## config.mk

```make
export PLATFORM = sky130hd
export DESIGN_NAME = plb_cell
export DESIGN_NICKNAME = d
export VERILOG_FILES = /design/src/design/plb_pkg.sv /design/src/design/plb_cell.sv
export SDC_FILE = /design/constraint.sdc
export NUM_CORES = 1
export LEC_CHECK = 0
export ABC_AREA = 1
export BUFFER_PORTS_ARGS = -buffer_cell sky130_fd_sc_hd__clkbuf_2
export CAP_MARGIN = 15
export CELL_PAD_IN_SITES_DETAIL_PLACEMENT = 0
export CELL_PAD_IN_SITES_GLOBAL_PLACEMENT = 2
export CORE_MARGIN = 10
export CORE_UTILIZATION = 21
export CTS_BUF_LIST = sky130_fd_sc_hd__clkbuf_16
export DETAILED_ROUTE_END_ITERATION = 6
export PLACE_DENSITY_LB_ADDON = 0.25
export SKIP_CTS_REPAIR_TIMING = 1
export SYNTH_ARGS = -nofsm -noshare
export SYNTH_HDL_FRONTEND = slang
export SYNTH_SLANG_ARGS = --single-unit
```

## constraint.sdc

```tcl
create_clock -name clk -period 6.17 [get_ports clk]
set_clock_uncertainty 0.2 [all_clocks]
set_input_delay 0.617 -clock clk [delete_from_list [all_inputs] [get_ports clk]]
set_output_delay 0.617 -clock clk [all_outputs]
set_load 0.1 [all_outputs]
```

## src/design/plb_pkg.sv

```systemverilog
// Shared types, codes and widths for the positional list buffer.
package plb_pkg;

    localparam int CAPACITY_DEF = 256;
    localparam int CAP_MAX      = 4096;
    localparam int CNT_W        = 13;   // holds any count up to CAP_MAX
    localparam int FUNC_W       = 3;
    localparam int POS_W        = 9;
    localparam int DATA_W       = 32;
    localparam int RES_W        = 40;
    localparam int STAT_W       = 3;

    // operation codes
    localparam logic [FUNC_W-1:0] FUNC_INSERT = 3'd0;
    localparam logic [FUNC_W-1:0] FUNC_DELETE = 3'd1;
    localparam logic [FUNC_W-1:0] FUNC_MIN    = 3'd2;
    localparam logic [FUNC_W-1:0] FUNC_MAX    = 3'd3;
    localparam logic [FUNC_W-1:0] FUNC_SUM    = 3'd4;
    localparam logic [FUNC_W-1:0] FUNC_SEARCH = 3'd5;
    localparam logic [FUNC_W-1:0] FUNC_SWAP   = 3'd6;

    // status codes
    localparam logic [STAT_W-1:0] STAT_OK       = 3'd0;
    localparam logic [STAT_W-1:0] STAT_EMPTY    = 3'd1;
    localparam logic [STAT_W-1:0] STAT_BADPOS   = 3'd2;
    localparam logic [STAT_W-1:0] STAT_FULL     = 3'd3;
    localparam logic [STAT_W-1:0] STAT_FEW      = 3'd4;
    localparam logic [STAT_W-1:0] STAT_NOTFOUND = 3'd5;

    typedef enum logic [2:0] {
        S_IDLE,
        S_EXEC,
        S_SCAN,
        S_FILL,
        S_DONE
    } plb_state_t;

    typedef enum logic [1:0] {
        CELL_HOLD,
        CELL_INSERT,
        CELL_DELETE,
        CELL_ROTATE
    } cell_op_t;

    // broadcast command from the controller to every cell of the chain
    typedef struct packed {
        cell_op_t            op;
        logic [CNT_W-1:0]    idx;        // 0-based target slot
        logic [CNT_W-1:0]    count;      // entry count before the operation
        logic [DATA_W-1:0]   value;      // value to insert
        logic [DATA_W-1:0]   tail_data;  // value entering the tail on rotate
    } cell_cmd_t;

endpackage

```

## src/design/plb_cell.sv

```systemverilog
// One storage cell of the entry chain: holds one entry and trades it with its neighbors.
module plb_cell #(
    parameter int IDX = 0
) (
    input  logic                        clk,
    input  plb_pkg::cell_cmd_t          cmd,
    input  logic [plb_pkg::DATA_W-1:0]  left_data,
    input  logic [plb_pkg::DATA_W-1:0]  right_data,
    output logic [plb_pkg::DATA_W-1:0]  data
);

    localparam logic [plb_pkg::CNT_W-1:0] MY_IDX  = plb_pkg::CNT_W'(IDX);
    localparam logic [plb_pkg::CNT_W-1:0] MY_NEXT = plb_pkg::CNT_W'(IDX + 1);

    logic [plb_pkg::DATA_W-1:0] data_reg;
    logic [plb_pkg::DATA_W-1:0] data_next;

    // pick the new entry from the command and the neighbors
    always_comb
    begin
        data_next = data_reg;
        case (cmd.op)
            plb_pkg::CELL_INSERT:
            begin
                if (MY_IDX == cmd.idx)
                    data_next = cmd.value;
                else if (MY_IDX > cmd.idx && MY_IDX <= cmd.count)
                    data_next = left_data;
            end
            plb_pkg::CELL_DELETE:
            begin
                if (MY_IDX >= cmd.idx && MY_NEXT < cmd.count)
                    data_next = right_data;
            end
            plb_pkg::CELL_ROTATE:
            begin
                if (MY_NEXT < cmd.count)
                    data_next = right_data;
                else if (MY_NEXT == cmd.count)
                    data_next = cmd.tail_data;
            end
            default:
            begin
                data_next = data_reg;
            end
        endcase
    end

    // hold the entry
    always_ff @(posedge clk)
    begin
        data_reg <= data_next;
    end

    assign data = data_reg;

endmodule

```

==> flow_metrics.py, run 1 <==
metrics = {
    "logic_synthesis": {
        "synth_area_um2": 2790,
        "ys_ff_latch": 32,
        "syn_avg_cell_area_um2": 6.51,
        "yosys.cell_count.top_type": "nand2_1",
        "synthCells": 428,
        "ys_types": 21,
        "synth_fp_nets": 585,
        "synthTopCellsByCount": "nand2_1, nand3_1, inv_1",
        "async_reset_ff_share_pct": 0,
        "yosysTopAreaCell": "edfxtp_1",
        "synth-edff-count": 32,
        "synthFlopType": "edfxtp_1",
        "seq_area_frac_synth_pct": 34.5,
        "synth_area_leaders": "edfxtp_1, nand3_1, nand2_1",
        "yosysWarnings": 0,
        "synth_top_area_share_pct": 34.5,
    },
    "place": {
        "port_buffers": 188,
        "gp_congestion": 0.805,
        "dpl-instance-area_um2": 3830,
        "dp_hpwl_um": 9460,
        "dp_slack_ns": 2.65,
    },
    "grt": {
        "track_usage_pct": 13.2,
        "grt_overflow": 0,
        "grt_max_degree": 35,
        "antenna_found_initial": 0,
        "grt_first_pass_wirelength_um": 19300,
        "grt_pass1_vias": 3667,
    },
    "run": {
        "maxCapViolCount": 0,
    },
    "clock_tree": {
        "cts.clk_slew.worst_paths_ns": 0.06,
        "htree_levels": 2,
        "cts.path.max_buffers": 2,
        "cts_buffers": 5,
        "cts_sinks": 32,
        "cts_tree": "done",
        "cts-root-buf": "clkbuf_16",
    },
    "cells_and_area": {
        "multiInputGateArea_um2": 1390,
        "area_growth_pct": 42.5,
        "regArea_um2": 961,
        "insertedDiodeCount": 0,
        "largest_register_ffs": 32,
        "fill_cells": 1537,
        "layout-drive-gt1-share_pct": 34.3,
        "final_nets": 759,
        "fin_area_um2": 3970,
    },
    "sta": {
        "maxSlewViolCount": 0,
        "fin_setup_tns_ns": 0,
        "setup_viol": 0,
        "hold_viol": 0,
        "worst_slack_ns": 3.00,
        "relSlewSlack_pct": 25.7,
        "min_period_over_period_pct": 51.5,
        "whs_ns": 0.442,
        "rsz0062_at_grt": "no",
        "fmax_ghz": 0.315,
        "final_period_minus_worst_setup_slack_ns": 3.17,
        "tightest_slew_ns": 1.11,
    },
    "power": {
        "power_mw": 0.747,
        "pwr-share-seq_pct": 35.4,
        "power_frac_clock_pct": 31.5,
        "pwr-share-comb_pct": 33.1,
        "vdd_drop_max_mv": 0.0717,
        "power.switching_mw": 0.274,
        "power_density_nw_per_um2": 188,
        "leakagePower_nw": 2.26,
        "netSwitchingFraction_pct": 36.6,
        "internal-power_mw": 0.474,
    },
    "detailed_routing": {
        "via_per_inst": 4.33,
        "drc": 0,
        "drt_iter0_drc": 152,
        "first_pass_iters": 6,
        "routedWlPerCell_um": 16.0,
        "num_vias": 3370,
        "postRouteAntennaNets": 0,
        "finalWirelength_um": 12500,
    },
    "critical_path": {
        "critical_path_required_ns": 5.86,
        "critPathKind": "primary input to flop",
        "path_max_fanout": 33,
        "arrival_ns": 2.86,
        "worstSetupEndpointType": "flop",
        "start_kind": "primary input",
    },
    "floorplanning": {
        "ios": 189,
        "dieHeight_um": 135,
        "core_area_um2": 13100,
        "dieArea_um2": 18300,
        "rows": 42,
        "fp.dieW_um": 135,
        "start_util_pct": 21.2,
    },
    "min_path": {
        "hold_path_class": "primary input to flop",
    },
    "run_status": {
        "outcome": "complete, no violations",
    },
}
stage by stage:
step,instances,util [%]
after floorplan,428,-
after global placement,771,29.2
after detailed placement,771,29.2
after CTS,779,30.2
after global routing,779,30.2
final,779,30.2
metal layers:
| layer | up-vias | wire (um) | global-route usage [%] | share of wire (%) |
|---|---|---|---|---|
| met4 | 0 | 96 | 2.87 | 0.77 |
| met3 | 8 | 1030 | 4.53 | 8.2 |
| met1 | 1509 | 5370 | 15.1 | 43 |
| li1 | 1709 | - | - | - |
| met5 | - | 0 | 0 | 0 |
| met2 | 144 | 6000 | 23.2 | 48 |
final cells by class:
| cell class | instances | share of cell area, % |
|---|---|---|
| multi-input combinational | 293 | 35.0 |
| timing repair buffer | 192 | 24.4 |
| sequential | 32 | 24.2 |
| inverter | 78 | 7.37 |
| tap | 176 | 5.55 |
| clock buffer | 5 | 3.15 |
| clock inverter | 3 | 0.284 |
power by group through the flow:
| stage | logic, mW | clock network, mW | registers [mW] |
|---|---|---|---|
| floorplan | 0.0588 | 0 | 0.377 |
| global placement | 0.250 | 0 | 0.269 |
| detailed placement | 0.250 | 0 | 0.269 |
| CTS | 0.251 | 0.243 | 0.265 |
| global route | 0.268 | 0.248 | 0.266 |
| finish | 0.247 | 0.236 | 0.264 |
worst max-delay path: stages:
cell and delay [ns]:
clkbuf_2 0.08, or2_4 0.26, nor2_8 0.44, nand2_4 0.35, nand2_1 0.13, o21ai_1 0.10
a21oi_4 0.85
kinds of logic after synthesis:
logic type,after synthesis,synth area share (%)
compound gates,3,0.538
buf+inv,103,16.0
flops,32,34.5
simple gates,290,48.9
worst paths after layout:
check	startpoint	to	slack, ns	cells past startpoint
worst max-delay path	cmd[81]	data[31]	3.00	7
worst min-delay path	cmd[0]	data[0]	0.44	3
layout by cell type, fill, tap and decap left out:
master / instances
or2_4: 1
nor2_4: 2
edfxtp_1: 32
a21oi_4: 1
nor2_2: 2
clkbuf_16: 5
o21ai_1: 1
buf_4: 4
inv_2: 2
and2_1: 1
nand3_1: 125
nor2_1: 11
nand3b_1: 18
clkinv_1: 1
inv_1: 78
clkbuf_2: 188
nand2_1: 128
nand2_4: 1
nor2_8: 1
o21ai_0: 1
No activity file was read; power rests on OpenSTA's default activity.
==> run 2, diff against run 1 <==
- ABC_AREA: 1 -> 0
- clock period: 6.17 -> 3.2 ns (I/O delays scaled with it)
==> run 2 against run 1 <==
  * Die area down 11%
  * Sequential power grew 92%
  * Combinational power grew 86%
  * Routed wire length is 23% lower
  * Sequential share of layout area rose by 2.4 points
  * Hold slack lost 0.20 ns
  * Utilization increased by 1.6 points
  * Clock-buffer cell count is the same
  * Clock power increased by 86%
  * Total power is 88% higher
  * Synthesized cell count decreased by 39%
  * Critical path depth decreased by 2
==> flow_metrics.py, run 2 <==
metrics = {
    "logic_synthesis": {
        "yosysTopAreaCell": "edfxtp_1",
        "synthTopCellsByCount": "nor3_1, nand2b_1, mux2i_1",
        "synthSimpleGateAreaFrac_pct": 40.4,
        "synth_adder_area_share_pct": 0,
        "synth-edff-count": 32,
        "seq_area_frac_synth_pct": 39.4,
        "ys_types": 16,
        "synth_area_um2": 2440,
        "synth_fp_nets": 419,
        "async_reset_ff_share_pct": 0,
        "yosysWarnings": 0,
        "synth.area.mux_share_pct": 13.6,
        "synthFlopType": "edfxtp_1",
        "synth_top_area_share_pct": 39.4,
        "synthCells": 262,
        "synth-compound-area-share_pct": 0.513,
        "yosys.cell_count.top_type": "nor3_1",
        "synth_top_family_by_area": "simple AND/OR/NAND/NOR gates",
        "synth_area_leaders": "edfxtp_1, nor3_1, nand2b_1",
        "syn_avg_cell_area_um2": 9.30,
        "synth_xor_area_share_pct": 0,
        "ys_ff_latch": 32,
    },
    "critical_path": {
        "critPathKind": "primary input to flop",
        "worstSetupEndpointType": "flop",
        "start_kind": "primary input",
        "critPathMaxStageDelay_ns": 0.52,
        "critical_path_required_ns": 2.98,
        "cp_slowest_cell": "o21ai_4",
        "path_max_fanout": 19,
        "arrival_ns": 1.69,
        "cp_cell_sequence": "clkbuf_2, nor4_2, nand4_1, o21ai_4, buf_12",
    },
    "cells_and_area": {
        "insertedDiodeCount": 0,
        "area_growth_pct": 48.5,
        "fill_cells": 1204,
        "final_cell_mix": "clkbuf_2, nor3_1, nand2b_1",
        "largest_register_ffs": 32,
        "final_common_cell": "clkbuf_2",
        "layout-drive-gt1-share_pct": 47.0,
        "fin_area_um2": 3620,
        "final_nets": 595,
    },
    "power": {
        "internal-power_mw": 0.917,
        "pwr-share-seq_pct": 36.1,
        "power.switching_mw": 0.491,
        "vdd_drop_max_mv": 0.169,
        "pwr-share-comb_pct": 32.7,
        "leakagePower_nw": 1.81,
        "netSwitchingFraction_pct": 34.9,
        "power_frac_clock_pct": 31.3,
        "power_density_nw_per_um2": 389,
    },
    "place": {
        "port_buffers": 188,
        "gp_congestion": 0.724,
        "dpl-instance-area_um2": 3480,
        "dp_slack_ns": 0.961,
        "dp_hpwl_um": 7410,
    },
    "grt": {
        "grt_first_pass_wirelength_um": 14500,
        "antenna_found_initial": 0,
        "track_usage_pct": 11.0,
        "grt_max_degree": 120,
        "grt_overflow": 0,
        "grt_pass1_vias": 2776,
    },
    "clock_tree": {
        "htree_levels": 2,
        "cts_sinks": 32,
        "cts.clk_slew.worst_paths_ns": 0.05,
        "cts.path.max_buffers": 2,
        "cts_buffers": 5,
        "cts-root-buf": "clkbuf_16",
        "cts_tree": "done",
    },
    "detailed_routing": {
        "via_per_inst": 4.38,
        "finalWirelength_um": 9600,
        "first_pass_iters": 4,
        "num_vias": 2544,
        "postRouteAntennaNets": 0,
        "drt_iter0_drc": 71,
        "drc": 0,
        "routedWlPerCell_um": 16.5,
    },
    "sta": {
        "min_period_over_period_pct": 59.7,
        "rsz0062_at_grt": "no",
        "maxSlewViolCount": 0,
        "fin_setup_tns_ns": 0,
        "relSlewSlack_pct": 60.2,
        "setup_viol": 0,
        "fmax_ghz": 0.523,
        "tightest_slew_ns": 0.597,
        "hold_viol": 0,
        "worst_slack_ns": 1.29,
        "final_period_minus_worst_setup_slack_ns": 1.91,
    },
    "floorplanning": {
        "ios": 189,
        "dieArea_um2": 16300,
        "rows": 39,
        "fp.dieW_um": 128,
        "core_area_um2": 11400,
        "dieHeight_um": 128,
        "start_util_pct": 21.4,
    },
    "run": {
        "maxCapViolCount": 0,
    },
    "run_status": {
        "outcome": "complete, no violations",
    },
    "min_path": {
        "min_delay_path_depth": 3,
        "worstHoldEndpoint": "data[30]",
        "hold_path_class": "primary input to flop",
        "hp-start": "cmd[62]",
    },
}
[run 2: cell types whose count changed after synthesis, moves of 5 or more]
cell	previous run	this run
nand2_1	128	0
nand3_1	125	1
inv_1	76	0
buf_2	12	2
clkbuf_1	1	14
nor4_2	0	5
nor2_1	11	1
buf_4	6	1
nor3_1	0	97
mux2i_1	0	33
nand2b_1	0	64
nand3b_1	18	0
[run 2: worst max path at each step]
stage            start        to  slack [ns]  cells after the start
6_report       cmd[87]  data[15]        1.29                      5
3_3_place_gp   cmd[81]  data[28]        1.01                      5
2_1_floorplan  cmd[81]   data[0]        0.04                      4
4_1_cts        cmd[87]  data[15]        1.25                      5
5_1_grt        cmd[87]  data[10]        1.20                      5
3_5_place_dp   cmd[87]   data[2]        0.96                      5
[run 2: area by class of cell]
type,instances,area [um^2],share of cell area (%)
clock inverter,2,8.76,0.242
tap,143,179,4.94
sequential,32,961,26.6
clock buffer,5,125,3.46
timing repair buffer,193,1010,27.8
multi-input combinational,206,1340,37.0
[run 2: stage by stage]
stage          power (mW)  util, %  hold slack, ns  cells
3_3_place_gp        0.979     30.6           0.502    574
5_1_grt              1.48     31.8           0.258    581
4_1_cts              1.43     31.8           0.239    581
2_1_floorplan       0.834        -           0.415    262
3_5_place_dp        0.981     30.6           0.519    574
6_report             1.41     31.8           0.239    581
[run 2: logic make-up after synthesis]
family                 after synthesis
and+or+nand+nor                    171
DFF                                 32
AOI/OAI and AO/OA                    2
muxes                               33
buffers and inverters               24
[run 2: critical path, delay by kind of cell]
kind                   cells  cell delay [ns]
AOI/OAI and AO/OA          1             0.52
buffers and inverters      2             0.33
and+or+nand+nor            2             0.50
[run 2: power groups by stage]
| stage | Clock (mW) | Combinational (mW) | Sequential [mW] |
|---|---|---|---|
| 5_1_grt | 0.481 | 0.492 | 0.510 |
| 3_3_place_gp | 0 | 0.464 | 0.515 |
| 3_5_place_dp | 0 | 0.466 | 0.516 |
| 2_1_floorplan | 0 | 0.0995 | 0.735 |
| 4_1_cts | 0.461 | 0.466 | 0.507 |
| 6_report | 0.440 | 0.460 | 0.507 |
[run 2: metal layers]
layer  up-vias  track usage, %  part of all wire, %
li1       1304               -                    -
met1      1128            13.0                   42
met2       107            18.2                   47
met3         5            4.76                  9.9
met4         0            1.99                 0.56
met5         -               0                    0
==> run 3, diff against run 2 <==
- ABC_AREA: 0 -> 1
- CORE_UTILIZATION: 21 -> 18
- clock period: 3.2 -> 1.7 ns (I/O delays scaled with it)
==> run 3 against run 2 <==
  * Sequential power is 89% higher
  * Setup slack worse by 1.0 ns
  * Cell area is 14% higher
  * Largest power group unchanged
  * Highest routed layer unchanged
==> flow_metrics.py, run 3 (same netlist as run 1, synthesis figures left out) <==
metrics = {
    "cells_and_area": {
        "largest_register_ffs": 32,
        "final_cell_mix": "clkbuf_2, nand2_1, nand3_1",
        "final_common_cell": "clkbuf_2",
        "layout-drive-gt1-share_pct": 36.2,
        "finalNonFillerCells": 806,
        "area_growth_pct": 48.5,
        "final_nets": 774,
        "fin_area_um2": 4140,
        "insertedDiodeCount": 0,
    },
    "grt": {
        "grt_overflow": 0,
        "grt_first_pass_wirelength_um": 20200,
        "grt_max_degree": 29,
        "track_usage_pct": 12.4,
        "grt_pass1_vias": 3734,
        "antenna_found_initial": 0,
    },
    "place": {
        "dp_cells": 798,
        "port_buffers": 188,
        "dp_slack_ns": -0.0350,
        "dp_hpwl_um": 10700,
        "gp_congestion": 0.761,
        "dpl-instance-area_um2": 4000,
    },
    "critical_path": {
        "critical_path_required_ns": 1.33,
        "cp_cell_sequence": "clkbuf_2",
        "cp_slowest_cell": "clkbuf_2",
        "path_max_fanout": 1,
        "crit_start": "data[3]",
        "path_buf_inv": 1,
        "worstSetupEndpointType": "output port",
        "start_kind": "flop",
        "critPathKind": "flop to output port",
        "arrival_ns": 1.09,
        "critPathMaxStageDelay_ns": 0.46,
        "crit_cells": 1,
        "crit_family": "buffers and inverters",
    },
    "sta": {
        "fmax_ghz": 0.685,
        "maxSlewViolCount": 0,
        "hold_viol": 0,
        "final_period_minus_worst_setup_slack_ns": 1.46,
        "rsz0062_at_grt": "no",
        "tightest_slew_ns": 0.593,
        "relSlewSlack_pct": 60.6,
        "setup_viol": 0,
        "worst_slack_ns": 0.239,
        "min_period_over_period_pct": 85.9,
    },
    "min_path": {
        "worstHoldEndpoint": "data[13]",
        "min_delay_path_depth": 3,
        "hold_path_class": "primary input to flop",
        "hp-start": "right_data[13]",
    },
    "detailed_routing": {
        "drc": 0,
        "routedWlPerCell_um": 16.3,
        "dr_wl_met2_um": 6030,
        "via_per_inst": 4.21,
        "finalWirelength_um": 13100,
        "drt-met1-wl_um": 5580,
        "met3_length_um": 1430,
        "top_layer": "met4",
        "drt_iter0_drc": 124,
        "num_vias": 3394,
        "postRouteAntennaNets": 0,
        "first_pass_iters": 4,
    },
    "floorplanning": {
        "ios": 189,
        "fp.dieW_um": 144,
        "start_util_pct": 18.3,
        "rows": 45,
        "dieArea_um2": 20900,
        "core_area_um2": 15200,
        "dieHeight_um": 144,
    },
    "clock_tree": {
        "cts_tree": "done",
        "cts-root-buf": "clkbuf_16",
        "cts.path.max_buffers": 2,
        "cts_sinks": 32,
        "htree_levels": 2,
        "cts_buffers": 5,
        "cts.clk_slew.worst_paths_ns": 0.06,
    },
    "power": {
        "power_density_nw_per_um2": 659,
        "vdd_drop_max_mv": 0.308,
        "leakagePower_nw": 2.34,
    },
    "run": {
        "maxCapViolCount": 0,
    },
    "run_status": {
        "outcome": "complete, no violations",
    },
}
-- run 3: changes by cell type in the layout (fill, tap and decap cells not counted), moves of 14 or more --
cell | before | now
buf_4 | 4 | 18
inv_1 | 1 | 78
mux2i_1 | 33 | 0
nand2_1 | 0 | 127
nand2b_1 | 64 | 0
nand3_1 | 1 | 125
nand3b_1 | 0 | 18
nor3_1 | 97 | 0
-- run 3: per-stage QoR --
stage               hold slack [ns]  util [%]  total power, mW  setup TNS, ns
global placement              0.275      26.3             1.92         -0.185
floorplan                     0.173         -             1.58          -6.88
finish                      0.00159      27.2             2.73              0
CTS                       -0.000449      27.2             2.77              0
detailed placement            0.283      26.3             1.92         -0.794
global route                 0.0166      27.2             2.87              0
-- run 3: worst max-delay path by stage --
| stage | endpoint | slack (ns) |
|---|---|---|
| after floorplan | data[0] | -0.21 |
| after global placement | data[6] | -0.01 |
| after detailed placement | data[6] | -0.04 |
| after CTS | data[6] | 0.22 |
| after global routing | data[0] | 0.13 |
| final | data[3] | 0.24 |
-- run 3: area by class of cell --
cell class	count	area [um^2]
fillers	1784	11100
multi-input cells	293	1400
repair buffers	207	1110
flip-flops and latches	32	961
inverters	78	293
well taps	188	235
clock buffers	5	125
clock inverters	3	11.3
-- run 3: metal layers --
layer | GRT usage (%) | vias up
met5 | 0 | -
met4 | 2.07 | 0
met3 | 4.99 | 5
met2 | 20.6 | 129
met1 | 14.7 | 1518
li1 | - | 1742
-- run 3: report_power, final --
part / switching [mW] / total, mW / internal, mW
Sequential: 0.0186 / 0.960 / 0.941
Clock: 0.317 / 0.843 / 0.526
Combinational: 0.656 / 0.926 / 0.270
Total: 0.991 / 2.73 / 1.74
