## config.mk

```make
export PLATFORM = sky130hd
export DESIGN_NAME = plb_ctrl_flat
export DESIGN_NICKNAME = d
export VERILOG_FILES = /design/src/design/plb_pkg.sv /design/src/design/plb_if.sv /design/src/design/plb_ctrl.sv /design/src/flat_wrapper.sv
export SDC_FILE = /design/constraint.sdc
export NUM_CORES = 1
export LEC_CHECK = 0
export ABC_AREA = 1
export BUFFER_PORTS_ARGS = -buffer_cell sky130_fd_sc_hd__buf_2
export CORE_ASPECT_RATIO = 1.25
export CORE_MARGIN = 5
export CORE_UTILIZATION = 32
export DETAILED_ROUTE_END_ITERATION = 8
export MAX_ROUTING_LAYER = met4
export PLACE_DENSITY_LB_ADDON = 0.25
export SYNTH_ARGS = -nofsm -noshare
export SYNTH_HDL_FRONTEND = slang
export SYNTH_SLANG_ARGS = --single-unit
```

## constraint.sdc

```tcl
create_clock -name clk -period 5.14 [get_ports clk]
set_input_delay 0.257 -clock clk [delete_from_list [all_inputs] [get_ports clk]]
set_output_delay 0.257 -clock clk [all_outputs]
set_load 0.02 [all_outputs]
```

## src/design/plb_pkg.sv

```systemverilog
// Shared types, codes and widths for the positional list buffer.
package plb_pkg;

    localparam int CAPACITY_DEF = 256;
    localparam int CAP_MAX      = 4096;
    localparam int CNT_W        = 13;   // holds any count up to CAP_MAX
    localparam int FUNC_W       = 3;
    localparam int POS_W        = 9;
    localparam int DATA_W       = 32;
    localparam int RES_W        = 40;
    localparam int STAT_W       = 3;

    // operation codes
    localparam logic [FUNC_W-1:0] FUNC_INSERT = 3'd0;
    localparam logic [FUNC_W-1:0] FUNC_DELETE = 3'd1;
    localparam logic [FUNC_W-1:0] FUNC_MIN    = 3'd2;
    localparam logic [FUNC_W-1:0] FUNC_MAX    = 3'd3;
    localparam logic [FUNC_W-1:0] FUNC_SUM    = 3'd4;
    localparam logic [FUNC_W-1:0] FUNC_SEARCH = 3'd5;
    localparam logic [FUNC_W-1:0] FUNC_SWAP   = 3'd6;

    // status codes
    localparam logic [STAT_W-1:0] STAT_OK       = 3'd0;
    localparam logic [STAT_W-1:0] STAT_EMPTY    = 3'd1;
    localparam logic [STAT_W-1:0] STAT_BADPOS   = 3'd2;
    localparam logic [STAT_W-1:0] STAT_FULL     = 3'd3;
    localparam logic [STAT_W-1:0] STAT_FEW      = 3'd4;
    localparam logic [STAT_W-1:0] STAT_NOTFOUND = 3'd5;

    typedef enum logic [2:0] {
        S_IDLE,
        S_EXEC,
        S_SCAN,
        S_FILL,
        S_DONE
    } plb_state_t;

    typedef enum logic [1:0] {
        CELL_HOLD,
        CELL_INSERT,
        CELL_DELETE,
        CELL_ROTATE
    } cell_op_t;

    // broadcast command from the controller to every cell of the chain
    typedef struct packed {
        cell_op_t            op;
        logic [CNT_W-1:0]    idx;        // 0-based target slot
        logic [CNT_W-1:0]    count;      // entry count before the operation
        logic [DATA_W-1:0]   value;      // value to insert
        logic [DATA_W-1:0]   tail_data;  // value entering the tail on rotate
    } cell_cmd_t;

endpackage

```

## src/design/plb_if.sv

```systemverilog
// Handshake channel interfaces for operation beats and result beats.
interface plb_in_if;
    logic                              valid;
    logic                              ready;
    logic [plb_pkg::FUNC_W-1:0]        func;
    logic [plb_pkg::POS_W-1:0]         position;
    logic signed [plb_pkg::DATA_W-1:0] value;

    modport source (output valid, func, position, value, input ready);
    modport sink   (input valid, func, position, value, output ready);
endinterface

interface plb_out_if;
    logic                              valid;
    logic                              ready;
    logic [plb_pkg::STAT_W-1:0]        status;
    logic signed [plb_pkg::RES_W-1:0]  result_value;
    logic [plb_pkg::POS_W-1:0]         found_position;
    logic [plb_pkg::POS_W-1:0]         entry_count;

    modport source (output valid, status, result_value, found_position, entry_count,
                    input ready);
    modport sink   (input valid, status, result_value, found_position, entry_count,
                    output ready);
endinterface

```

## src/design/plb_ctrl.sv

```systemverilog
// Sequencer: decodes operation beats, drives the cell chain and reduces the rotating head.
module plb_ctrl #(
    parameter int CAPACITY = plb_pkg::CAPACITY_DEF
) (
    input  logic                        clk,
    input  logic                        rst_n,
    plb_in_if.sink                      cmd,
    plb_out_if.source                   rsp,
    input  logic [plb_pkg::DATA_W-1:0]  head_data,
    output plb_pkg::cell_cmd_t          cell_cmd
);

    localparam int CW = $clog2(CAPACITY + 1);
    localparam int IW = $clog2(CAPACITY);
    localparam int PW = plb_pkg::CNT_W + 1;
    localparam logic [CW-1:0] CAP_CNT = CW'(CAPACITY);

    plb_pkg::plb_state_t state_reg, state_next;

    logic [plb_pkg::FUNC_W-1:0]        func_reg, func_next;
    logic [plb_pkg::POS_W-1:0]         pos_reg, pos_next;
    logic [plb_pkg::DATA_W-1:0]        value_reg, value_next;
    logic [CW-1:0]                     count_reg, count_next;
    logic [IW-1:0]                     step_reg, step_next;
    logic [plb_pkg::STAT_W-1:0]        status_reg, status_next;
    logic signed [plb_pkg::RES_W-1:0]  acc_reg, acc_next;
    logic [CW-1:0]                     found_reg, found_next;
    logic                              hit_reg, hit_next;
    logic [plb_pkg::DATA_W-1:0]        first_reg, first_next;
    logic [plb_pkg::DATA_W-1:0]        last_reg, last_next;

    logic                              out_valid_reg, out_valid_next;
    logic [plb_pkg::STAT_W-1:0]        out_status_reg, out_status_next;
    logic signed [plb_pkg::RES_W-1:0]  out_result_reg, out_result_next;
    logic [plb_pkg::POS_W-1:0]         out_found_reg, out_found_next;
    logic [plb_pkg::POS_W-1:0]         out_count_reg, out_count_next;

    logic                              is_empty;
    logic                              last_step;
    logic                              insert_ok;
    logic                              delete_ok;
    logic                              slot_free;
    logic [PW-1:0]                     pos_w;
    logic [PW-1:0]                     cnt_w;
    logic signed [plb_pkg::RES_W-1:0]  head_sx;

    // shared decode
    assign is_empty  = (count_reg == '0);
    assign last_step = (CW'(step_reg) == count_reg - CW'(1));
    assign pos_w     = PW'(pos_reg);
    assign cnt_w     = PW'(count_reg);
    assign insert_ok = (count_reg < CAP_CNT) && (pos_w != '0) && (pos_w <= cnt_w + PW'(1));
    assign delete_ok = !is_empty && (pos_w != '0) && (pos_w <= cnt_w);
    assign slot_free = !out_valid_reg || rsp.ready;
    assign head_sx   = {{(plb_pkg::RES_W - plb_pkg::DATA_W){head_data[plb_pkg::DATA_W-1]}},
                        head_data};

    // next state
    always_comb
    begin
        state_next = state_reg;
        case (state_reg)
            plb_pkg::S_IDLE:
            begin
                if (cmd.valid)
                    state_next = plb_pkg::S_EXEC;
            end
            plb_pkg::S_EXEC:
            begin
                case (func_reg)
                    plb_pkg::FUNC_MIN, plb_pkg::FUNC_MAX, plb_pkg::FUNC_SUM,
                    plb_pkg::FUNC_SEARCH:
                        state_next = is_empty ? plb_pkg::S_DONE : plb_pkg::S_SCAN;
                    plb_pkg::FUNC_SWAP:
                        state_next = (count_reg > CW'(1)) ? plb_pkg::S_SCAN : plb_pkg::S_DONE;
                    default:
                        state_next = plb_pkg::S_DONE;
                endcase
            end
            plb_pkg::S_SCAN:
            begin
                if (last_step)
                    state_next = (func_reg == plb_pkg::FUNC_SWAP) ? plb_pkg::S_FILL
                                                                  : plb_pkg::S_DONE;
            end
            plb_pkg::S_FILL:
            begin
                if (last_step)
                    state_next = plb_pkg::S_DONE;
            end
            plb_pkg::S_DONE:
            begin
                if (slot_free)
                    state_next = plb_pkg::S_IDLE;
            end
            default:
            begin
                state_next = plb_pkg::S_IDLE;
            end
        endcase
    end

    // outputs: handshake and chain command
    always_comb
    begin
        cmd.ready          = (state_reg == plb_pkg::S_IDLE);
        cell_cmd.op        = plb_pkg::CELL_HOLD;
        cell_cmd.idx       = plb_pkg::CNT_W'(pos_reg) - plb_pkg::CNT_W'(1);
        cell_cmd.count     = plb_pkg::CNT_W'(count_reg);
        cell_cmd.value     = value_reg;
        cell_cmd.tail_data = head_data;
        case (state_reg)
            plb_pkg::S_EXEC:
            begin
                if (func_reg == plb_pkg::FUNC_INSERT && insert_ok)
                    cell_cmd.op = plb_pkg::CELL_INSERT;
                else if (func_reg == plb_pkg::FUNC_DELETE && delete_ok)
                    cell_cmd.op = plb_pkg::CELL_DELETE;
            end
            plb_pkg::S_SCAN:
            begin
                cell_cmd.op = plb_pkg::CELL_ROTATE;
            end
            plb_pkg::S_FILL:
            begin
                // second lap: old last goes to the front, old first to the back
                cell_cmd.op = plb_pkg::CELL_ROTATE;
                if (step_reg == '0)
                    cell_cmd.tail_data = last_reg;
                else if (last_step)
                    cell_cmd.tail_data = first_reg;
            end
            default:
            begin
                cell_cmd.op = plb_pkg::CELL_HOLD;
            end
        endcase
    end

    // datapath and result registers
    always_comb
    begin
        func_next       = func_reg;
        pos_next        = pos_reg;
        value_next      = value_reg;
        count_next      = count_reg;
        step_next       = step_reg;
        status_next     = status_reg;
        acc_next        = acc_reg;
        found_next      = found_reg;
        hit_next        = hit_reg;
        first_next      = first_reg;
        last_next       = last_reg;
        out_valid_next  = out_valid_reg;
        out_status_next = out_status_reg;
        out_result_next = out_result_reg;
        out_found_next  = out_found_reg;
        out_count_next  = out_count_reg;

        // drop a result once taken
        if (out_valid_reg && rsp.ready)
            out_valid_next = 1'b0;

        case (state_reg)
            plb_pkg::S_IDLE:
            begin
                if (cmd.valid)
                begin
                    func_next  = cmd.func;
                    pos_next   = cmd.position;
                    value_next = cmd.value;
                end
            end
            plb_pkg::S_EXEC:
            begin
                step_next   = '0;
                acc_next    = '0;
                found_next  = '0;
                hit_next    = 1'b0;
                status_next = plb_pkg::STAT_OK;
                case (func_reg)
                    plb_pkg::FUNC_INSERT:
                    begin
                        if (count_reg >= CAP_CNT)
                            status_next = plb_pkg::STAT_FULL;
                        else if (!insert_ok)
                            status_next = plb_pkg::STAT_BADPOS;
                        else
                            count_next = count_reg + CW'(1);
                    end
                    plb_pkg::FUNC_DELETE:
                    begin
                        if (is_empty)
                            status_next = plb_pkg::STAT_EMPTY;
                        else if (!delete_ok)
                            status_next = plb_pkg::STAT_BADPOS;
                        else
                            count_next = count_reg - CW'(1);
                    end
                    plb_pkg::FUNC_MIN, plb_pkg::FUNC_MAX:
                    begin
                        if (is_empty)
                            status_next = plb_pkg::STAT_EMPTY;
                    end
                    plb_pkg::FUNC_SEARCH:
                    begin
                        status_next = is_empty ? plb_pkg::STAT_EMPTY : plb_pkg::STAT_NOTFOUND;
                    end
                    plb_pkg::FUNC_SWAP:
                    begin
                        if (is_empty)
                            status_next = plb_pkg::STAT_EMPTY;
                        else if (count_reg == CW'(1))
                            status_next = plb_pkg::STAT_FEW;
                    end
                    default:
                    begin
                        status_next = plb_pkg::STAT_OK;
                    end
                endcase
            end
            plb_pkg::S_SCAN:
            begin
                // reduce the entry now at the head of the ring
                step_next = last_step ? '0 : step_reg + IW'(1);
                case (func_reg)
                    plb_pkg::FUNC_MIN:
                    begin
                        if (step_reg == '0 || head_sx < acc_reg)
                            acc_next = head_sx;
                    end
                    plb_pkg::FUNC_MAX:
                    begin
                        if (step_reg == '0 || head_sx > acc_reg)
                            acc_next = head_sx;
                    end
                    plb_pkg::FUNC_SUM:
                    begin
                        acc_next = acc_reg + head_sx;
                    end
                    plb_pkg::FUNC_SEARCH:
                    begin
                        if (!hit_reg && head_data == value_reg)
                        begin
                            hit_next    = 1'b1;
                            found_next  = CW'(step_reg) + CW'(1);
                            status_next = plb_pkg::STAT_OK;
                        end
                    end
                    plb_pkg::FUNC_SWAP:
                    begin
                        if (step_reg == '0)
                            first_next = head_data;
                        if (last_step)
                            last_next = head_data;
                    end
                    default:
                    begin
                        acc_next = acc_reg;
                    end
                endcase
            end
            plb_pkg::S_FILL:
            begin
                step_next = last_step ? '0 : step_reg + IW'(1);
            end
            plb_pkg::S_DONE:
            begin
                if (slot_free)
                begin
                    out_valid_next  = 1'b1;
                    out_status_next = status_reg;
                    out_result_next = acc_reg;
                    out_found_next  = plb_pkg::POS_W'(found_reg);
                    out_count_next  = plb_pkg::POS_W'(count_reg);
                end
            end
            default:
            begin
                step_next = step_reg;
            end
        endcase
    end

    // control registers
    always_ff @(posedge clk or negedge rst_n)
    begin
        if (!rst_n)
        begin
            state_reg     <= plb_pkg::S_IDLE;
            count_reg     <= '0;
            out_valid_reg <= 1'b0;
        end
        else
        begin
            state_reg     <= state_next;
            count_reg     <= count_next;
            out_valid_reg <= out_valid_next;
        end
    end

    // payload registers
    always_ff @(posedge clk)
    begin
        func_reg       <= func_next;
        pos_reg        <= pos_next;
        value_reg      <= value_next;
        step_reg       <= step_next;
        status_reg     <= status_next;
        acc_reg        <= acc_next;
        found_reg      <= found_next;
        hit_reg        <= hit_next;
        first_reg      <= first_next;
        last_reg       <= last_next;
        out_status_reg <= out_status_next;
        out_result_reg <= out_result_next;
        out_found_reg  <= out_found_next;
        out_count_reg  <= out_count_next;
    end

    assign rsp.valid          = out_valid_reg;
    assign rsp.status         = out_status_reg;
    assign rsp.result_value   = out_result_reg;
    assign rsp.found_position = out_found_reg;
    assign rsp.entry_count    = out_count_reg;

    // checks
    a_count_bound: assert property (@(posedge clk) disable iff (!rst_n)
        count_reg <= CAP_CNT)
        else $error("entry count above capacity");

    a_accept_exec: assert property (@(posedge clk) disable iff (!rst_n)
        (cmd.valid && cmd.ready) |=> (state_reg == plb_pkg::S_EXEC))
        else $error("accepted beat not decoded");

    a_count_only_exec: assert property (@(posedge clk) disable iff (!rst_n)
        (state_reg != plb_pkg::S_EXEC) |=> $stable(count_reg))
        else $error("entry count changed outside decode");

    a_lap_in_range: assert property (@(posedge clk) disable iff (!rst_n)
        (state_reg == plb_pkg::S_SCAN || state_reg == plb_pkg::S_FILL)
            |-> (count_reg != '0 && CW'(step_reg) < count_reg))
        else $error("ring step beyond entry count");

    a_fill_swap: assert property (@(posedge clk) disable iff (!rst_n)
        (state_reg == plb_pkg::S_FILL) |-> (func_reg == plb_pkg::FUNC_SWAP && count_reg > CW'(1)))
        else $error("rewrite lap without a valid swap");

endmodule

```

## src/flat_wrapper.sv

```systemverilog
// flat-port wrapper written by rule: the top's interface ports become plain ports
module plb_ctrl_flat 
#(
    parameter int CAPACITY = plb_pkg::CAPACITY_DEF
)
  (clk, rst_n, head_data, cell_cmd, cmd_valid, cmd_func, cmd_position, cmd_value, cmd_ready, rsp_valid, rsp_status, rsp_result_value, rsp_found_position, rsp_entry_count, rsp_ready);
  plb_in_if cmd_i ();
  plb_out_if rsp_i ();
  input  logic clk;
  input  logic rst_n;
  input  logic [plb_pkg::DATA_W-1:0] head_data;
  output plb_pkg::cell_cmd_t cell_cmd;
  input wire logic [$bits(cmd_i.valid)-1:0] cmd_valid;
  input wire logic [$bits(cmd_i.func)-1:0] cmd_func;
  input wire logic [$bits(cmd_i.position)-1:0] cmd_position;
  input wire logic [$bits(cmd_i.value)-1:0] cmd_value;
  output wire logic [$bits(cmd_i.ready)-1:0] cmd_ready;
  output wire logic [$bits(rsp_i.valid)-1:0] rsp_valid;
  output wire logic [$bits(rsp_i.status)-1:0] rsp_status;
  output wire logic [$bits(rsp_i.result_value)-1:0] rsp_result_value;
  output wire logic [$bits(rsp_i.found_position)-1:0] rsp_found_position;
  output wire logic [$bits(rsp_i.entry_count)-1:0] rsp_entry_count;
  input wire logic [$bits(rsp_i.ready)-1:0] rsp_ready;
  assign cmd_i.valid = cmd_valid;
  assign cmd_i.func = cmd_func;
  assign cmd_i.position = cmd_position;
  assign cmd_i.value = cmd_value;
  assign cmd_ready = cmd_i.ready;
  assign rsp_valid = rsp_i.valid;
  assign rsp_status = rsp_i.status;
  assign rsp_result_value = rsp_i.result_value;
  assign rsp_found_position = rsp_i.found_position;
  assign rsp_entry_count = rsp_i.entry_count;
  assign rsp_i.ready = rsp_ready;
  plb_ctrl #(.CAPACITY(CAPACITY)) u_core (.clk(clk), .rst_n(rst_n), .cmd(cmd_i), .rsp(rsp_i), .head_data(head_data), .cell_cmd(cell_cmd));
endmodule
```

==> impl_metrics.csv, run 1 <==
group,metric,value,unit
timing,period_share,80.8,%
yosys,yosys-top-cells-area,"edfxtp_1 45%, nand2_1 12%, ha_1 8.4%",
power_and_ir_drop,pwr-share-clk,46.7,%
power_and_ir_drop,power_density,253,nW/µm²
yosys,synth-xor-area-share,2.80,%
power_and_ir_drop,power_switching,1.14,mW
yosys,ys_ff_latch,243,
power_and_ir_drop,peakVddDrop,0.000232,V
yosys,synth_edf_count,230,
yosys,synth_cells,1868,
timing,fmax,241,MHz
grt,grt_pass1_vias,13800,
placement,dpl.hpwl,42.7,mm
clocking,numClockSinks,243,
yosys,ys_seq_area_share,47.2,%
die,die_height,255,µm
power_and_ir_drop,p_leak,8.79,nW
setup_path,critPathRequiredTime,4.88,ns
setup_path,crit_fanout,33,
timing,tns,0,ns
die,die_area,52300,µm²
grt,grt_pass1_wl,82.0,mm
power_and_ir_drop,p_int,3.65,mW
min_path,holdCritStartpoint,"head_data[1]",
clocking,clk_pin_slew,0.06,ns
timing,rsz0062_at_grt,"false",
drt,drc_errors,0,
yosys,async_flop_share,5.35,%
yosys,yosysUniqueCellTypes,43,
timing,setup_viol,0,
yosys,syn-cell-area,15300,µm²
die,fp.dieW,206,µm
timing,report.final.slew_viol_count,0,
die,core-area,47300,µm²
setup_path,start_kind,"flop",
outcome,status,"completed",
finish,area_growth_syn_to_layout,23.4,%
timing,relSlewSlack,19.8,%
power_and_ir_drop,seqPwrFrac,44.9,%
drt,drtAntennaViolNets,0,
drt,num_vias,13600,
placement,placedInstanceArea,17200,µm²
finish,fin_area,18900,µm²
yosys,synth_simple_gate_area_share,24.8,%
yosys,synth_top_family_by_area,"simple AND/OR/NAND/NOR gates",
finish,fin_nets,2352,
timing,hold_viol,0,
setup_path,worstSetupEndpointType,"output port",
placement,gp_congestion,0.990,
die,rows,89,
yosys,ys.flop_type,"edfxtp_1",
timing,min_period,4.15,ns
grt,antenna_found_initial,6,
setup_path,r2r-end,"u_core.acc_reg[5]",
clocking,cts_buffer_depth,3,
clocking,clock-root-buffer,"clkbuf_16",
finish,drive_above_1_share,14.8,%
drt,drtIter0Drc,860,
flow_run,max-cap-violations,0,
power_and_ir_drop,swShare,23.8,%
setup_path,arrival,3.89,ns
drt,wl_per_cell,19.2,µm
grt,grt_max_degree,62,
setup_path,r2r_cells,13,
placement,io_buffers,230,
timing,clock_skew,0.0204,ns
yosys,synth_largest_area_cell,"edfxtp_1",
clocking,numCtsBuffers,30,
setup_path,r2r_slack,1.52,ns
yosys,synth_compound_area_share,7.83,%
finish,fillers,4829,
setup_path,r2r-start,"u_core.acc_reg[5]",
min_path,min_to,"u_core.last_reg[1]",
yosys,synth_top_area_share,45.1,%
power_and_ir_drop,combPwrFrac,8.4,%
clocking,cts_tree,"yes",
min_path,whs_path_depth,1,
setup_path,criticalPathCategory,"reg2out",
die,io_pins,235,
die,start_util,32.3,%
grt,track_usage,21.0,%
timing,tightest_slew,1.20,ns
yosys,synthMuxAreaShare,0,%
drt,routed_wl,54.5,mm
drt,drt-pass1-iter-count,7,
grt,overflow,0,
min_path,min_path_type,"in2reg",
yosys,syn_avg_cell_area,8.19,µm²
yosys,yosysWarnings,0,
clocking,h-tree-depth,1,
clocking,clk_latency,0.58,ns
drt,routed_via_density,4.79,
yosys,synth_fa_ha_area_share,8.55,%
[kinds of logic (layout without fill, tap and decap cells)]
group,Yosys count,after routing
AOI/OAI and AO/OA,220,220
xor gates and xnor gates,49,49
adders and majority gates,104,104
buffers and inverters,339,660
DFF,243,243
other,1,10
and+or+nand+nor,912,912
[Yosys cell counts (2+ instances only)]
cell         n
nand2_1    474
nand3_1    152
nand4_1     15
or2_2        6
inv_1      287
nor2_1     213
a21boi_0     2
a21oi_1    102
buf_2        7
inv_2        3
o211ai_1     9
o31ai_1      2
buf_4        9
nand3b_1     2
dfrtp_1     13
clkbuf_1    27
nor2_2       4
o22ai_1      6
nand2_2      2
ha_1       103
o2111ai_1    2
nor2_4       3
a31oi_1      3
buf_6        4
o21a_1       2
edfxtp_1   230
a21o_1       4
xor2_1      37
o21ai_0     76
nor4_1      11
a22o_1       2
nor3_1      27
o21bai_1     8
xnor2_1     12
[power by group through the flow]
stage | registers (mW) | clock network (mW) | logic (mW)
5_1_grt | 2.15 | 2.38 | 0.446
4_1_cts | 2.15 | 2.30 | 0.402
3_3_place_gp | 2.19 | 0 | 0.359
2_1_floorplan | 2.19 | 0 | 0.207
3_5_place_dp | 2.19 | 0 | 0.359
6_report | 2.15 | 2.24 | 0.401
[worst max-delay path, cell delays in order (launching register included)]
cell,delay [ns]
dfrtp_1,0.57
inv_1,0.24
ha_1,0.29
nand2_2,0.14
nor2_2,0.07
nand2_2,0.15
inv_2,0.06
nor2_2,0.16
nand3_1,0.15
nor2_4,0.13
buf_4,0.42
nand2_4,0.15
buf_4,0.30
nand2_1,0.12
nand3_1,0.07
nand2_1,0.09
nand2_1,0.05
buf_2,0.15
[routing by layer]
metal / up-vias / GRT usage (%) / share of wire, %
met5: - / - / 0
li1: 6714 / - / -
met4: 0 / 7.10 / 3.7
met3: 90 / 2.72 / 4.6
met1: 6422 / 24.3 / 41
met2: 350 / 37.6 / 51
[stage by stage]
step	hold slack [ns]	setup slack, ns	cells	utilization (%)	total power, mW
3_3_place_gp	0.183	1.58	2707	36.3	2.55
6_report	0.0426	0.988	2835	39.9	4.79
2_1_floorplan	-0.0386	1.02	1871	-	2.40
3_5_place_dp	0.184	1.53	2707	36.3	2.55
5_1_grt	0.0187	0.678	2835	39.9	4.97
4_1_cts	0.0124	0.922	2829	39.9	4.85
[final cells by class]
type / instances / area [µm²] / area share [%]
Antenna cell: 6 / 15.0 / 0.0795
Clock buffer: 34 / 787 / 4.17
Clock inverter: 22 / 256 / 1.36
Inverter: 291 / 1090 / 5.78
Multi-Input combinational cell: 1289 / 6770 / 35.9
Sequential cell: 243 / 7230 / 38.3
Tap cell: 637 / 797 / 4.22
Timing Repair Buffer: 313 / 1940 / 10.3
[placed cells by master, fill, tap and decap left out, types with 7 or more instances in the layout]
master / instances
dfrtp_1: 13
xor2_1: 37
o21ai_0: 76
edfxtp_1: 230
a21oi_1: 102
clkbuf_16: 31
nor2_2: 7
nand4_1: 15
o21bai_1: 8
ha_1: 103
o211ai_1: 9
nand2_1: 474
buf_4: 17
nor3_1: 26
dlygate4sd3_1: 66
nand3_1: 151
nor2_1: 208
xnor2_1: 12
nor4_1: 11
inv_1: 286
buf_2: 230
[timing repair]
| item | 4_1_cts | 5_1_grt |
|---|---|---|
| resized for setup | 0 | 0 |
| endpoints found under the setup margin | 0 | 0 |
| hold endpoints to repair | 98 | 0 |
| hold buffers | 66 | 0 |
| setup buffers | 0 | 0 |
[worst max-delay path by stage]
stage / slack, ns / endpoint / from / cells past startpoint
detailed placement: 1.53 / u_core.last_reg[30] / u_core.count_reg[0] / 13
global placement: 1.58 / u_core.acc_reg[2] / head_data[5] / 13
finish: 0.99 / cell_cmd[30] / u_core.count_reg[0] / 17
CTS: 0.92 / cell_cmd[30] / u_core.count_reg[0] / 17
floorplan: 1.02 / u_core.func_reg[0] / u_core.state_reg[0] / 3
global route: 0.68 / cell_cmd[9] / u_core.count_reg[0] / 17
Note: power is estimated with default switching activity, not from simulation.
==> run 2: changes to the inputs <==
- clock period: 5.14 -> 3.5 ns (I/O delays scaled with it)
==> run 2 against run 1 <==
Via count increased by 0.99%. Hold slack got worse by 0.018 ns. Critical path type unchanged. Clock skew increased by 0.0011 ns. Worst setup slack got worse by 0.81 ns. Clock-buffer cell count unchanged. Register-to-register slack got worse by 1.2 ns.
==> impl_metrics.csv, run 2 (synthesis gave the netlist of run 1 again) <==
group,metric,value,unit
power_and_ir_drop,pwr-share-clk,44.0,%
placement,placedInstanceArea,17400,µm²
grt,grt_pass1_vias,13700,
setup_path,slowest_stage,"dfrtp_2",
clocking,cts_buffer_depth,3,
power_and_ir_drop,combPwrFrac,9.1,%
power_and_ir_drop,peakVddDrop,0.000388,V
placement,dp.cells,2731,
timing,hold_viol,0,
setup_path,crit_fanout,4,
placement,io_buffers,230,
setup_path,arrival,3.14,ns
drt,routed_wl,55.3,mm
setup_path,timing.critical_path.mode_cell,"nand2_1",
die,core-area,47300,µm²
drt,wl_per_cell,19.2,µm
setup_path,slowest_delay,0.46,ns
power_and_ir_drop,power_switching,1.61,mW
power_and_ir_drop,swShare,23.9,%
timing,rsz0062_at_grt,"true",
grt,overflow,0,
timing,fmax,301,MHz
placement,gp_congestion,1.01,
power_and_ir_drop,p_leak,8.94,nW
power_and_ir_drop,seqPwrFrac,46.9,%
timing,fin_ws,0.182,ns
clocking,cts_tree,"yes",
timing,tightest_slew,0.970,ns
min_path,min_path_type,"in2reg",
finish,fin_area,19300,µm²
die,die_area,52300,µm²
clocking,numClockSinks,243,
timing,clock_skew,0.0215,ns
setup_path,critPathTopFamily,"simple AND/OR/NAND/NOR gates",
setup_path,worstSetupEndpointType,"output port",
timing,relSlewSlack,35.3,%
power_and_ir_drop,p_int,5.12,mW
die,io_pins,235,
finish,drive_above_1_share,16.3,%
finish,layout_commonest_cell,"nand2_1",
timing,period_share,94.8,%
flow_run,max-cap-violations,0,
drt,routed_via_density,4.77,
power_and_ir_drop,power,6.73,mW
clocking,clk_pin_slew,0.07,ns
grt,grt_pass1_wl,81.4,mm
finish,fin_nets,2395,
timing,hold_slack,0.0245,ns
drt,drc_errors,0,
drt,drt-pass1-iter-count,5,
clocking,numCtsBuffers,28,
timing,min_period,3.32,ns
drt,drtAntennaViolNets,0,
drt,num_vias,13700,
setup_path,crit_chain,"ha_1 > nand2_1 > nor3_2 > xor2_1 > ha_1 > nand2_1 > nor4_1 > nand3_1 > nand2_1 > nand2_1 > o21ai_2 > buf_2",
timing,setup_viol,0,
die,rows,89,
setup_path,path_buf_inv,1,
clocking,h-tree-depth,1,
power_and_ir_drop,power_density,349,nW/µm²
setup_path,criticalPathCategory,"reg2out",
outcome,status,"completed",
grt,grt_max_degree,61,
grt,antenna_found_initial,8,
clocking,clock-root-buffer,"clkbuf_16",
drt,drtIter0Drc,824,
die,die_height,255,µm
placement,dpl.hpwl,43.0,mm
finish,fillers,4808,
clocking,clk_latency,0.57,ns
finish,stdcell_count,2875,
grt,track_usage,21.1,%
die,fp.dieW,206,µm
setup_path,start_kind,"flop",
finish,area_growth_syn_to_layout,25.9,%
setup_path,critPathRequiredTime,3.32,ns
finish,layout_common_cells,"474 x nand2_1, 284 x inv_1, 230 x buf_2, 230 x edfxtp_1, 208 x nor2_1",
timing,report.final.slew_viol_count,0,
die,start_util,32.3,%
placement,pre_cts_ws,0.0778,ns
## run 2: cell count changes in the layout (fill, tap and decap cells not counted), sizes merged
cell,change
clkinv,-5
dlygate4sd3,+9
bufinv,-2
diode,+2
buf,+35
nor2,+1
## run 2: timing repair
action,4_1_cts,5_1_grt
hold buffers,75,0
endpoints found under the hold margin,116,0
setup buffers,4,7
endpoints found under the setup margin,33,49
pin swaps,2,2
gates cloned,0,1
gates resized for setup,8,10
## run 2: routing by layer
metal	global-route usage, %	up-vias	share of wire, %	wire [µm]
li1	-	6802	-	-
met1	24.3	6447	41	22400
met2	37.5	359	51	28200
met3	2.62	102	4.6	2540
met4	7.66	0	4.0	2190
met5	-	-	0	0
## run 2: cell type report
class                           count  area (µm²)  share of cell area (%)
Clock buffer                       34         744                    3.86
Inverter                          291        1100                    5.69
Clock inverter                     15         166                   0.864
Antenna cell                        8        20.0                   0.104
Multi-Input combinational cell   1290        6820                    35.4
Timing Repair Buffer              357        2380                    12.3
Sequential cell                   243        7240                    37.6
Tap cell                          637         797                    4.14
## run 2: worst paths after layout
path	startpoint	end	slack, ns	cells past startpoint
worst min register to register	u_core.found_reg[8]	u_core.rsp.found_position[8]	0.42	0
worst min-delay path	head_data[9]	u_core.last_reg[9]	0.02	2
max in group asynchronous	rst_n	u_core.count_reg[1]	3.16	2
worst max-delay path	u_core.count_reg[0]	cell_cmd[90]	0.18	12
min in group asynchronous	rst_n	u_core.count_reg[0]	0.06	2
worst max register to register	u_core.acc_reg[15]	u_core.acc_reg[31]	0.33	12
## run 2: worst reg2reg max path, cell delays in order (launching register included)
cell and delay, ns:
edfxtp_1 0.38, inv_1 0.05, ha_1 0.41, nand4_1 0.16, nor2_1 0.23, nand2_1 0.18
nor2_1 0.13, nand2_1 0.07, nand4_1 0.11, nand3_1 0.09, nand2_1 0.06, nand2_1 0.13
nor2_2 0.78
## run 2: power groups by stage
stage	clock network (mW)	logic (mW)	registers, mW
after global routing	3.16	0.673	3.15
after global placement	0	0.538	3.22
final	2.96	0.610	3.15
after CTS	3.06	0.610	3.15
after detailed placement	0	0.539	3.22
after floorplan	0	0.304	3.22
## run 2: through the flow
| stage | TNS (ns) | utilization, % |
|---|---|---|
| 2_1_floorplan | 0 | - |
| 3_5_place_dp | 0 | 36.8 |
| 3_3_place_gp | 0 | 36.8 |
| 6_report | 0 | 40.7 |
| 5_1_grt | -0.0249 | 40.7 |
| 4_1_cts | 0 | 40.4 |
